**config.mk**
```make
export PLATFORM = sky130hd
export DESIGN_NAME = integer_matrix_multiply
export DESIGN_NICKNAME = d
export VERILOG_FILES = /design/src/hdl/imm_pkg.sv /design/src/hdl/imm_ram.sv /design/src/hdl/imm_seq.sv /design/src/hdl/imm_mac.sv /design/src/hdl/integer_matrix_multiply.sv
export SDC_FILE = /design/constraint.sdc
export NUM_CORES = 2
export LEC_CHECK = 0
export ABC_AREA = 0
export BUFFER_PORTS_ARGS = -buffer_cell sky130_fd_sc_hd__buf_2
export CELL_PAD_IN_SITES_DETAIL_PLACEMENT = 0
export CELL_PAD_IN_SITES_GLOBAL_PLACEMENT = 1
export CORE_AREA = 10 10 575 408
export CTS_BUF_LIST = sky130_fd_sc_hd__clkbuf_8
export DETAILED_ROUTE_END_ITERATION = 16
export DIE_AREA = 0 0 585 418
export GPL_TIMING_DRIVEN = 0
export PLACE_DENSITY = 0.67
export SYNTH_ARGS = -nofsm -noshare
export SYNTH_HDL_FRONTEND = slang
export SYNTH_SLANG_ARGS = --single-unit
```
**constraint.sdc**
```tcl
create_clock -name clk_i -period 17.05 [get_ports clk_i]
set_input_delay 2.5575 -clock clk_i [delete_from_list [all_inputs] [get_ports clk_i]]
set_output_delay 2.5575 -clock clk_i [all_outputs]
set_load 0.03 [all_outputs]
```
**src/hdl/imm_pkg.sv**
```systemverilog
// Package for the integer matrix multiplier: command and result payload types,
// operation and register codes, sequencer state and the element index helper.
// No dependencies.
`default_nettype none

package imm_pkg;

  // Default sizes; the top level hands these down as parameters.
  localparam int MaxDim   = 8;
  localparam int ElemBits = 16;

  // Fixed widths of the channel fields.
  localparam int IdxBits   = 3;
  localparam int ValueBits = 16;
  localparam int ResBits   = 35;
  localparam int DimBits   = 4;
  localparam int CfgIdxBits = 2;

  // Operation codes of a command.
  typedef enum logic [1:0] {
    OP_LOAD_A = 2'd0,
    OP_LOAD_B = 2'd1,
    OP_MULT   = 2'd2,
    OP_NONE   = 2'd3
  } imm_op_e;

  // Configuration register indexes.
  typedef enum logic [CfgIdxBits-1:0] {
    CFG_ROWS_A    = 2'd0,
    CFG_INNER_DIM = 2'd1,
    CFG_COLS_B    = 2'd2,
    CFG_UNUSED    = 2'd3
  } imm_cfg_e;

  // Sequencer states.
  typedef enum logic {
    ST_IDLE,
    ST_RUN
  } imm_state_e;

  // One command transfer.
  typedef struct packed {
    imm_op_e                      operation;
    logic [IdxBits-1:0]           row;
    logic [IdxBits-1:0]           col;
    logic signed [ValueBits-1:0]  value;
  } imm_cmd_t;

  // One result transfer.
  typedef struct packed {
    logic signed [ResBits-1:0] product_value;
    logic [IdxBits-1:0]        out_row;
    logic [IdxBits-1:0]        out_col;
    logic                      last;
  } imm_res_t;

  // Tag that travels with each multiply-accumulate step.
  typedef struct packed {
    logic               valid;
    logic               first;
    logic               lastk;
    logic [IdxBits-1:0] row;
    logic [IdxBits-1:0] col;
    logic               last;
  } imm_tag_t;

  // Linear element index row*dim+col; dim is a constant at every call site.
  function automatic logic [6:0] imm_index(input logic [IdxBits-1:0] row,
                                            input logic [IdxBits-1:0] col,
                                            input int dim);
    return 7'(7'(row) * 7'(dim) + 7'(col));
  endfunction

  // Effective dimension: zero acts as one, values above the maximum clamp.
  function automatic logic [DimBits-1:0] imm_eff_dim(input logic [DimBits-1:0] reg_val,
                                                      input int dim);
    logic [DimBits-1:0] res;
    res = reg_val;
    if (reg_val == '0) begin
      res = DimBits'(1);
    end else if (reg_val > DimBits'(dim)) begin
      res = DimBits'(dim);
    end
    return res;
  endfunction

endpackage

`default_nettype wire

```
**src/hdl/imm_ram.sv**
```systemverilog
// Generic single-write, single-read RAM with a registered read port.
// No dependencies.
`default_nettype none

module imm_ram #(
  parameter int Width = 16,
  parameter int Depth = 64,
  parameter int AddrW = 6
) (
  input  wire logic             clk_i,
  input  wire logic             we_i,
  input  wire logic [AddrW-1:0] waddr_i,
  input  wire logic [Width-1:0] wdata_i,
  input  wire logic [AddrW-1:0] raddr_i,
  output logic      [Width-1:0] rdata_o
);

  logic [Width-1:0] mem_q [Depth];

  // Write port and registered read port.
  always_ff @(posedge clk_i) begin
    if (we_i) begin
      mem_q[waddr_i] <= wdata_i;
    end
    rdata_o <= mem_q[raddr_i];
  end

endmodule

`default_nettype wire

```
**src/hdl/imm_seq.sv**
```systemverilog
// Sequencer: walks result rows, result columns and inner terms, one
// multiply-accumulate step per cycle. Depends on imm_pkg.
`default_nettype none

module imm_seq
  import imm_pkg::*;
#(
  parameter int MAX_DIM = MaxDim,
  parameter int AddrW   = 6
) (
  input  wire logic               clk_i,
  input  wire logic               rst_ni,
  input  wire logic               go_i,
  input  wire logic [DimBits-1:0] nr_i,
  input  wire logic [DimBits-1:0] nk_i,
  input  wire logic [DimBits-1:0] nc_i,
  output logic                    run_o,
  output logic      [AddrW-1:0]   a_addr_o,
  output logic      [AddrW-1:0]   b_addr_o,
  output imm_tag_t                tag_o
);

  imm_state_e          state_q, state_d;
  logic [IdxBits-1:0]  i_q, i_d, j_q, j_d, k_q, k_d;
  logic                last_i, last_j, last_k;

  // State and loop counters.
  always_ff @(posedge clk_i or negedge rst_ni) begin
    if (!rst_ni) begin
      state_q <= ST_IDLE;
      i_q     <= '0;
      j_q     <= '0;
      k_q     <= '0;
    end else begin
      state_q <= state_d;
      i_q     <= i_d;
      j_q     <= j_d;
      k_q     <= k_d;
    end
  end

  assign last_i = (DimBits'(i_q) + DimBits'(1)) == nr_i;
  assign last_j = (DimBits'(j_q) + DimBits'(1)) == nc_i;
  assign last_k = (DimBits'(k_q) + DimBits'(1)) == nk_i;

  // Next state, counter stepping and the step issued this cycle.
  always_comb begin
    state_d   = state_q;
    i_d       = i_q;
    j_d       = j_q;
    k_d       = k_q;
    tag_o     = '0;
    unique case (state_q)
      ST_IDLE: begin
        if (go_i) begin
          state_d = ST_RUN;
          i_d     = '0;
          j_d     = '0;
          k_d     = '0;
        end
      end
      ST_RUN: begin
        tag_o.valid = 1'b1;
        tag_o.first = (k_q == '0);
        tag_o.lastk = last_k;
        tag_o.row   = i_q;
        tag_o.col   = j_q;
        tag_o.last  = last_i && last_j;
        if (!last_k) begin
          k_d = k_q + IdxBits'(1);
        end else begin
          k_d = '0;
          if (!last_j) begin
            j_d = j_q + IdxBits'(1);
          end else begin
            j_d = '0;
            if (!last_i) begin
              i_d = i_q + IdxBits'(1);
            end else begin
              i_d     = '0;
              state_d = ST_IDLE;
            end
          end
        end
      end
      default: begin
        state_d = ST_IDLE;
      end
    endcase
  end

  assign run_o    = (state_q == ST_RUN);
  assign a_addr_o = AddrW'(imm_index(i_q, k_q, MAX_DIM));
  assign b_addr_o = AddrW'(imm_index(k_q, j_q, MAX_DIM));

endmodule

`default_nettype wire

```
**src/hdl/imm_mac.sv**
```systemverilog
// Shared multiply-accumulate unit: registered product, then a 35-bit
// accumulator that restarts on each new dot product. Depends on imm_pkg.
`default_nettype none

module imm_mac
  import imm_pkg::*;
#(
  parameter int ELEM_BITS = ElemBits
) (
  input  wire logic                 clk_i,
  input  wire logic                 rst_ni,
  input  wire imm_tag_t             tag_i,
  input  wire logic [ELEM_BITS-1:0] a_i,
  input  wire logic [ELEM_BITS-1:0] b_i,
  output logic                      busy_o,
  output logic                      res_valid_o,
  output imm_res_t                  res_o
);

  localparam int ProdW = 2 * ELEM_BITS;
  localparam int ExtW  = (ProdW > ResBits) ? ProdW : ResBits;

  imm_tag_t                  tag1_q, tag2_q;
  logic signed [ProdW-1:0]   prod_q;
  logic        [ExtW-1:0]    prod_ext;
  logic        [ResBits-1:0] acc_q, sum;
  logic                      res_valid_q;
  imm_res_t                  res_q;

  // Tags follow the RAM read stage and the product stage.
  always_ff @(posedge clk_i or negedge rst_ni) begin
    if (!rst_ni) begin
      tag1_q      <= '0;
      tag2_q      <= '0;
      res_valid_q <= 1'b0;
    end else begin
      tag1_q      <= tag_i;
      tag2_q      <= tag1_q;
      res_valid_q <= tag2_q.valid && tag2_q.lastk;
    end
  end

  // Product of the two stored elements.
  always_ff @(posedge clk_i) begin
    prod_q <= signed'(a_i) * signed'(b_i);
  end

  assign prod_ext = ExtW'(prod_q);
  assign sum      = (tag2_q.first ? '0 : acc_q) + prod_ext[ResBits-1:0];

  // Accumulate and capture a finished dot product.
  always_ff @(posedge clk_i) begin
    if (tag2_q.valid) begin
      acc_q <= sum;
      if (tag2_q.lastk) begin
        res_q.product_value <= sum;
        res_q.out_row       <= tag2_q.row;
        res_q.out_col       <= tag2_q.col;
        res_q.last          <= tag2_q.last;
      end
    end
  end

  assign busy_o      = tag1_q.valid || tag2_q.valid;
  assign res_valid_o = res_valid_q;
  assign res_o       = res_q;

endmodule

`default_nettype wire

```
**src/hdl/integer_matrix_multiply.sv**
```systemverilog
// Top level of the integer matrix multiplier: command decode, configuration
// registers, element stores. Depends on imm_pkg, imm_ram, imm_seq, imm_mac.
//
// Usage:
//   A command transfers at a rising edge with start high and busy low.
//   Load A / load B commands write one element in that same cycle and never
//   raise busy; a load whose row or col is not below MAX_DIM is dropped.
//   A multiply command raises busy at the next cycle and the block then
//   issues one multiply-accumulate step per cycle through a single shared
//   multiplier and accumulator.
//   Results appear in row-major order on result_o, each for exactly one
//   cycle with result_valid_o high, one per dot product of inner_dim terms.
//   Busy drops in the cycle the final result (last set) is shown.
//   The receiver cannot stall: each result must be taken as shown.
//   Configuration writes (cfg_we_i, cfg_idx_i, cfg_data_i) take effect at
//   once and belong to idle periods. Reset sets all three dimensions to the
//   maximum; the element stores are not cleared and must be loaded first.
`default_nettype none

module integer_matrix_multiply
  import imm_pkg::*;
#(
  parameter int MAX_DIM   = MaxDim,
  parameter int ELEM_BITS = ElemBits
) (
  input  wire logic                  clk_i,
  input  wire logic                  rst_ni,
  input  wire logic                  start,
  output logic                       busy,
  input  wire imm_cmd_t              cmd_i,
  input  wire logic                  cfg_we_i,
  input  wire logic [CfgIdxBits-1:0] cfg_idx_i,
  input  wire logic [DimBits-1:0]    cfg_data_i,
  output logic                       result_valid_o,
  output imm_res_t                   result_o
);

  localparam int Depth = MAX_DIM * MAX_DIM;
  localparam int AddrW = (Depth > 1) ? $clog2(Depth) : 1;
  localparam int VExtW = (ELEM_BITS > ValueBits) ? ELEM_BITS : ValueBits;

  logic [DimBits-1:0]   rows_a_q, inner_dim_q, cols_b_q;
  logic [DimBits-1:0]   nr, nk, nc;
  logic                 accept, in_range, go, we_a, we_b, run, mac_busy;
  logic [AddrW-1:0]     waddr, a_raddr, b_raddr;
  logic [VExtW-1:0]     value_ext;
  logic [ELEM_BITS-1:0] elem, a_rdata, b_rdata;
  imm_tag_t             tag;

  // Configuration registers.
  always_ff @(posedge clk_i or negedge rst_ni) begin
    if (!rst_ni) begin
      rows_a_q    <= DimBits'(MAX_DIM);
      inner_dim_q <= DimBits'(MAX_DIM);
      cols_b_q    <= DimBits'(MAX_DIM);
    end else if (cfg_we_i) begin
      unique case (cfg_idx_i)
        CFG_ROWS_A:    rows_a_q    <= cfg_data_i;
        CFG_INNER_DIM: inner_dim_q <= cfg_data_i;
        CFG_COLS_B:    cols_b_q    <= cfg_data_i;
        default: ;
      endcase
    end
  end

  assign nr = imm_eff_dim(rows_a_q, MAX_DIM);
  assign nk = imm_eff_dim(inner_dim_q, MAX_DIM);
  assign nc = imm_eff_dim(cols_b_q, MAX_DIM);

  // Command decode.
  assign accept   = start && !busy;
  assign in_range = (DimBits'(cmd_i.row) < DimBits'(MAX_DIM)) &&
                    (DimBits'(cmd_i.col) < DimBits'(MAX_DIM));
  assign we_a     = accept && in_range && (cmd_i.operation == OP_LOAD_A);
  assign we_b     = accept && in_range && (cmd_i.operation == OP_LOAD_B);
  assign go       = accept && (cmd_i.operation == OP_MULT);
  assign waddr    = AddrW'(imm_index(cmd_i.row, cmd_i.col, MAX_DIM));

  // Element value: low ELEM_BITS bits of the sign-extended input.
  assign value_ext = VExtW'(cmd_i.value);
  assign elem      = value_ext[ELEM_BITS-1:0];

  imm_ram #(.Width(ELEM_BITS), .Depth(Depth), .AddrW(AddrW)) u_ram_a (
    .clk_i   (clk_i),
    .we_i    (we_a),
    .waddr_i (waddr),
    .wdata_i (elem),
    .raddr_i (a_raddr),
    .rdata_o (a_rdata)
  );

  imm_ram #(.Width(ELEM_BITS), .Depth(Depth), .AddrW(AddrW)) u_ram_b (
    .clk_i   (clk_i),
    .we_i    (we_b),
    .waddr_i (waddr),
    .wdata_i (elem),
    .raddr_i (b_raddr),
    .rdata_o (b_rdata)
  );

  imm_seq #(.MAX_DIM(MAX_DIM), .AddrW(AddrW)) u_seq (
    .clk_i    (clk_i),
    .rst_ni   (rst_ni),
    .go_i     (go),
    .nr_i     (nr),
    .nk_i     (nk),
    .nc_i     (nc),
    .run_o    (run),
    .a_addr_o (a_raddr),
    .b_addr_o (b_raddr),
    .tag_o    (tag)
  );

  imm_mac #(.ELEM_BITS(ELEM_BITS)) u_mac (
    .clk_i       (clk_i),
    .rst_ni      (rst_ni),
    .tag_i       (tag),
    .a_i         (a_rdata),
    .b_i         (b_rdata),
    .busy_o      (mac_busy),
    .res_valid_o (result_valid_o),
    .res_o       (result_o)
  );

  assign busy = run || mac_busy;

`ifndef NO_ASSERTIONS
  // A result only follows a cycle in which the block was at work.
  a_result_after_busy: assert property (@(posedge clk_i) disable iff (!rst_ni)
    result_valid_o |-> $past(busy))
    else $error("result shown without preceding work");

  // The final result of a multiply leaves the block idle.
  a_last_frees_block: assert property (@(posedge clk_i) disable iff (!rst_ni)
    (result_valid_o && result_o.last) |-> !busy)
    else $error("block still busy after final result");

  // A multiply command occupies the block from the next cycle.
  a_mult_sets_busy: assert property (@(posedge clk_i) disable iff (!rst_ni)
    (start && !busy && (cmd_i.operation == OP_MULT)) |=> busy)
    else $error("multiply transfer did not start work");

  // Loads and unused commands never occupy the block.
  a_load_stays_idle: assert property (@(posedge clk_i) disable iff (!rst_ni)
    (start && !busy && (cmd_i.operation != OP_MULT)) |=> !busy)
    else $error("non-multiply transfer made the block busy");
`endif

endmodule

`default_nettype wire
```
Word-level counts from Yosys, hierarchy flattened
Memories as Yosys holds them, arrays and structs flattened. A register that Yosys moved wholly into a read port is not among the register bits.
Index checks and enable logic that the tools add are counted.
W data, S select, Z words.
{"block": "word_totals", "register_bits": 152, "ram_bits": 2048, "inputBits": 34, "output_inout_bits": 44, "word_cells": 101, "n_memories": 2}
{"block": "classes", "addsub": 10, "mul": 1, "n_lt_le_gt_ge": 3, "eq_ne": 10, "mux": 27, "n_bitwise": 1, "reduce_logical": 21}
{"name": "u_ram_a.mem_q", "words": 64, "width": 16, "read_ports": 1, "rd_ports_with_merged_regs": 1, "wr": 1, "line_no": "imm_ram.sv:18", "source": "logic [Width-1:0] mem_q [Depth];"}
{"name": "u_ram_b.mem_q", "words": 64, "width": 16, "read_ports": 1, "rd_ports_with_merged_regs": 1, "wr": 1, "line_no": "imm_ram.sv:18"}
{"operator": "$add A35 B35 Y35", "count": 1}
{"operator": "$mux W35", "count": 1}
{"operator": "$mul A16 B16 Y32", "count": 1}
{"operator": "$mux W4", "count": 6}
{"operator": "$mux W3", "count": 7}
{"operator": "$add A6 B3 Y6", "count": 3}
{"operator": "$pmux W3 S2", "count": 3}
{"operator": "$add A3 B1 Y4 const B", "count": 3}
{"operator": "$eq A4 B4 Y1", "count": 3}
{"operator": "$gt A4 B4 Y1 const B", "count": 3}
{"operator": "$logic_not A4 Y1", "count": 3}
{"operator": "$mux W10", "count": 1}
{"operator": "$reduce_and A2 Y1", "count": 5}
{"operator": "$add A3 B1 Y3 const B", "count": 3}
{"operator": "$mux W1", "count": 8}
{"operator": "$logic_and A1 B1 Y1", "count": 6}
{"operator": "$ne A2 B2 Y1 const B", "count": 3}
{"operator": "$eq A2 B1 Y1 const B", "count": 2}
{"operator": "$eq A2 B2 Y1 const B", "count": 2}
{"operator": "$logic_not A2 Y1", "count": 2}
{"operator": "$logic_not A3 Y1", "count": 1}
{"operator": "$reduce_and A3 Y1", "count": 1}
{"operator": "$logic_or A1 B1 Y1", "count": 2}
{"operator": "$pmux W1 S2", "count": 1}
{"operator": "2 further kinds", "count": 2}

Depth between registers and ports, before layout
{"block": "logic_depth", "depth_word": 8, "depth_mapped": 24, "mapped_depth_nobuf": 23}

By module
Synthesis repeated with hierarchy kept, for this count alone.
{"block": "unflattened", "cells_unflattened": 5315, "hier_area_um2": 96820.4}
{"mod": "imm_ram", "instances": 2, "cells_each": 1829, "area_each_um2": 40042.2, "seq_area_each_um2": 31069.8}
{"mod": "imm_mac", "instances": 1, "cells_each": 1516, "area_each_um2": 15309.7, "seq_area_each_um2": 3478.3}
{"mod": "imm_seq", "instances": 1, "cells_each": 94, "area_each_um2": 825.8, "seq_area_each_um2": 250.2}
{"mod": "integer_matrix_multiply", "instances": 1, "cells_each": 47, "area_each_um2": 600.6, "seq_area_each_um2": 304.0}

Worst setup path after synthesis
Ideal clock, no wire load.
{"block": "synth_timing", "kind": "register to register", "start": "register u_ram_a.rdata_o[10], read port of u_ram_a.mem_q", "end": "register u_mac.prod_q[30]", "setup_time_ps": 123, "arrival_ps": 5828, "required_ps": 16927, "setup_slack_ps": 11100, "path_stages_with_launch": 19, "path_buffers": 1, "period_less_slack_ps": 5950, "cell_sequence": "dfxtp_1 > clkbuf_1 > nand2_1 > fa_1 > fa_1 > fa_1 > fa_1 > inv_1 > fa_1 > fa_1 > ha_1 > or3_1 > or3_4 > o21ai_2 > o22ai_1 > or4_1 > a31oi_2 > o21ai_1 > xor2_1"}
{"block": "synth_between", "elab_chain_cells": 1}
{"element": "from (decl)", "line_no": "imm_ram.sv:15", "source": "output logic [Width-1:0] rdata_o"}
{"element": "$mul A16 B16 Y32", "line_no": "imm_mac.sv:45", "source": "prod_q <= signed'(a_i) * signed'(b_i);"}
{"element": "to (signal assigned)", "line_no": "imm_mac.sv:45"}
{"element": "to (decl)", "line_no": "imm_mac.sv:24", "source": "logic signed [ProdW-1:0] prod_q;"}
Every way passes these cells.
A chain may end at the register's enable or synchronous reset.

Worst setup path after layout
{"block": "layout_timing", "start": "register u_ram_b.rdata_o[8], read port of u_ram_b.mem_q", "end": "register u_mac.prod_q[31]"}
{"block": "layout_between", "elab_chain_cells": 1}
{"element": "from (decl)", "line_no": "imm_ram.sv:15"}
{"element": "$mul A16 B16 Y32", "line_no": "imm_mac.sv:45"}
Every way passes these cells.

==> impl_metrics.py <==
metrics = {
    "status": {
        "outcome": "complete, but fails checks",
        "violations": "antenna violations",
    },
    "floorplanning": {
        "die_w_um": 585,
        "start_util_pct": 42.7,
        "core_um2": 224000,
        "row_count": 146,
        "die_h_um": 418,
        "die_area_um2": 245000,
        "io_pins": 78,
    },
    "clock_network": {
        "clk_path_buf_depth": 4,
        "clkTransAtPathRegs_ps": 60,
        "cts_made_buffers": 346,
        "cts_sinks": 2232,
        "post-cts-setup-buffers": 0,
        "clk_latency_ps": 980,
        "cts_root_buf": "clkbuf_8",
        "cts_tree": "done",
        "h-tree-depth": 5,
        "ctsHoldBuffers": 0,
        "cts_resized": 0,
    },
    "grt": {
        "grt_remaining_overflow": 0,
        "grt_pass1_wl_um": 371000,
        "grt_start_max_net_pins": 97,
        "grt_pass1_vias": 50900,
        "antenna_found_initial": 28,
        "grt_usage_pct": 20.9,
    },
    "min_path": {
        "hold_class": "flop to flop",
        "hp-start": "u_mac.tag1_q[6]",
    },
    "cells_and_area": {
        "final_net_count": 6129,
        "design_area_um2": 109000,
        "area_growth_pct": 13.4,
        "drive_above_1_share_pct": 22.3,
    },
    "timing": {
        "fin_ws_ps": 9730,
        "finalClockSkew_ps": 84.8,
        "worstMarginPinSlew_ps": 1250,
        "fin_crit_sh_pct": 43.0,
        "whs_ps": 348,
        "slew_headroom_pct": 16.9,
        "min_period_ps": 7320,
        "max_freq_ghz": 0.137,
        "fin_tns_setup_ps": 0,
        "rsz0062_at_grt": "false",
        "slew_violations": 0,
        "setup_viol": 0,
        "finalHoldViolations": 0,
    },
    "setup_path": {
        "cp.arrival_ps": 8110,
        "startpoint_type": "flop",
        "cp-end-kind": "flop",
        "startpoint": "u_ram_b.rdata_o[8]",
        "crit_path_max_fanout": 10,
        "worstPathRequired_ps": 17840,
        "r2r-start": "u_ram_b.rdata_o[8]",
        "path_class": "flop to flop",
    },
    "logic_synthesis": {
        "synth_top_flop_cell": "edfxtp_1",
        "ys_ff_latch": 2232,
        "yosys_warnings": 0,
        "synth_area_leaders": "edfxtp_1, mux4_2, fa_1",
        "synth_area_um2": 95700,
        "synthArstFlopShare_pct": 1.93,
        "synthCells": 5162,
        "synth_nets": 5579,
        "yosysSeqAreaShare_pct": 69.1,
        "synthDistinctLibCells": 75,
        "synth_edf_count": 2125,
        "avgSynthCellArea_um2": 18.5,
        "synth_top_area_share_pct": 66.6,
        "yosysTopAreaCell": "edfxtp_1",
    },
    "placed_design": {
        "routabilityCongestion": 0.847,
        "io_buffers": 74,
        "dp_slack_ps": 9780,
        "place_area_um2": 102000,
        "dp_hpwl_um": 179000,
    },
    "detailed_routing": {
        "wirelength_um": 260000,
        "drt_first_iter_violations": 5597,
        "via_per_inst": 5.66,
        "vias": 50600,
        "routedWlPerCell_um": 29.0,
        "ant_nets": 1,
        "dr.pass1.iters": 5,
        "route.detailed.drc": 0,
    },
    "run": {
        "maxCapViolations": 0,
    },
}
## Yosys cell counts, types with 6 or more instances
master    count
o21ai_1      22
nor2b_1      41
dfxtp_1      64
xor2_1       15
a31oi_1       7
o21ai_0      27
xnor2_1      55
o221ai_1    128
a211oi_1      8
and2_1      123
nand4_1       8
mux4_2      479
o211ai_1      9
ha_1        120
nand2_1     248
clkbuf_1    151
edfxtp_1   2125
buf_2        66
o21a_1        9
o22ai_1      67
nand2b_1     17
and3_1        6
o21bai_1      7
buf_1        26
a21oi_1     113
nor2_1      196
nor3_1       10
fa_1        263
mux2_2       11
a21o_1       17
dfrtp_1      40
or3_1         7
mux2i_1     256
nand3_1      28
inv_1       315
## sequential cells by signal, indices dropped and copies added, names as in the netlist, 4 cells and up
register,count
u_mac.tag1_q,10
u_mac.prod_q,32
u_mac.acc_q,35
cols_b_q,4
u_mac.tag2_q,10
u_ram_a.rdata_o,16
inner_dim_q,4
u_ram_b.mem_q,1024
u_mac.res_o,42
u_ram_a.mem_q,1024
u_ram_b.rdata_o,16
rows_a_q,4
## metal layers
| metal | part of all wire (%) | wire length (um) | vias up | global-route usage, % |
|---|---|---|---|---|
| met3 | 10 | 27100 | 356 | 6.25 |
| met4 | 2.4 | 6180 | 2 | 5.22 |
| met1 | 45 | 118000 | 26700 | 32.4 |
| met5 | 0.0050 | 13 | - | 0 |
| li1 | - | - | 21400 | - |
| met2 | 42 | 109000 | 2228 | 28.9 |
## critical path: stages (launching register included)
cell	delay (ps)
dfxtp_1	640
clkbuf_1	640
nand2_1	170
fa_1	540
inv_1	50
fa_1	490
inv_1	50
fa_1	520
inv_1	50
fa_1	440
fa_1	490
inv_1	50
fa_1	470
inv_1	40
ha_1	390
a21oi_1	120
o21ai_1	180
o22ai_1	110
nor2_1	440
a211oi_1	330
o31ai_1	460
a21oi_1	150
xnor2_1	360
## layout by cell type, fill, tap and decap left out, drive strengths merged, types with 11 or more instances in the layout
| cell type | netlist | layout |
|---|---|---|
| edfxtp | 2125 | 2125 |
| clkbuf | 151 | 503 |
| mux4 | 479 | 479 |
| inv | 317 | 434 |
| buf | 94 | 296 |
| fa | 263 | 263 |
| mux2i | 256 | 256 |
| nand2 | 248 | 248 |
| nor2 | 196 | 196 |
| o221ai | 128 | 128 |
| and2 | 123 | 123 |
| ha | 120 | 120 |
| a21oi | 114 | 114 |
| clkinv | 1 | 108 |
| o22ai | 67 | 67 |
| dfxtp | 64 | 64 |
| xnor2 | 55 | 55 |
| o21ai | 50 | 50 |
| nor2b | 41 | 41 |
| dfrtp | 40 | 40 |
| nand3 | 28 | 28 |
| diode | 0 | 19 |
| a21o | 17 | 17 |
| nand2b | 17 | 17 |
| xor2 | 15 | 15 |
| clkinvlp | 0 | 13 |
| mux2 | 11 | 11 |
## cell type report
cell class	instances	area (um^2)
fill	18700	116000
sequential	2232	66200
multi-input combinational	2367	27700
clock buffer	352	4840
tap	2960	3700
timing repair buffer	202	2620
clock inverter	245	1270
inverter	318	1190
buffer	245	1020
antenna	19	47.5
## cell families (layout without fill, tap and decap cells)
| logic type | count (synthesis) | after routing | synth area share (%) |
|---|---|---|---|
| compound gates | 455 | 455 | 3.27 |
| xor+xnor | 72 | 72 | 0.687 |
| fa+ha+maj | 383 | 383 | 7.07 |
| buf+inv | 563 | 1362 | 2.30 |
| flops | 2232 | 2232 | 69.1 |
| mux | 746 | 746 | 14.1 |
| other cells | 0 | 19 | 0 |
| simple gates | 711 | 711 | 3.48 |
## worst paths after layout
check	end	slack (ps)	depth (start not counted)
max	u_mac.prod_q[31]	9730	22
min	u_mac.tag2_q[6]	350	0
max reg2reg	u_mac.prod_q[31]	9730	22
min reg2reg	u_mac.tag2_q[6]	350	0
max in group asynchronous	u_mac.tag2_q[9]	14400	1
min in group asynchronous	rows_a_q[2]	1830	1
## stage by stage
stage               cells  utilization [%]
floorplan            5162                -
global placement     8196             44.5
detailed placement   8324             45.7
CTS                  8921             48.4
global route         8926             48.4
finish               8940             48.4
Power is not shown: default switching activity piles up to over one toggle a cycle in this logic, so the estimate is an artifact.
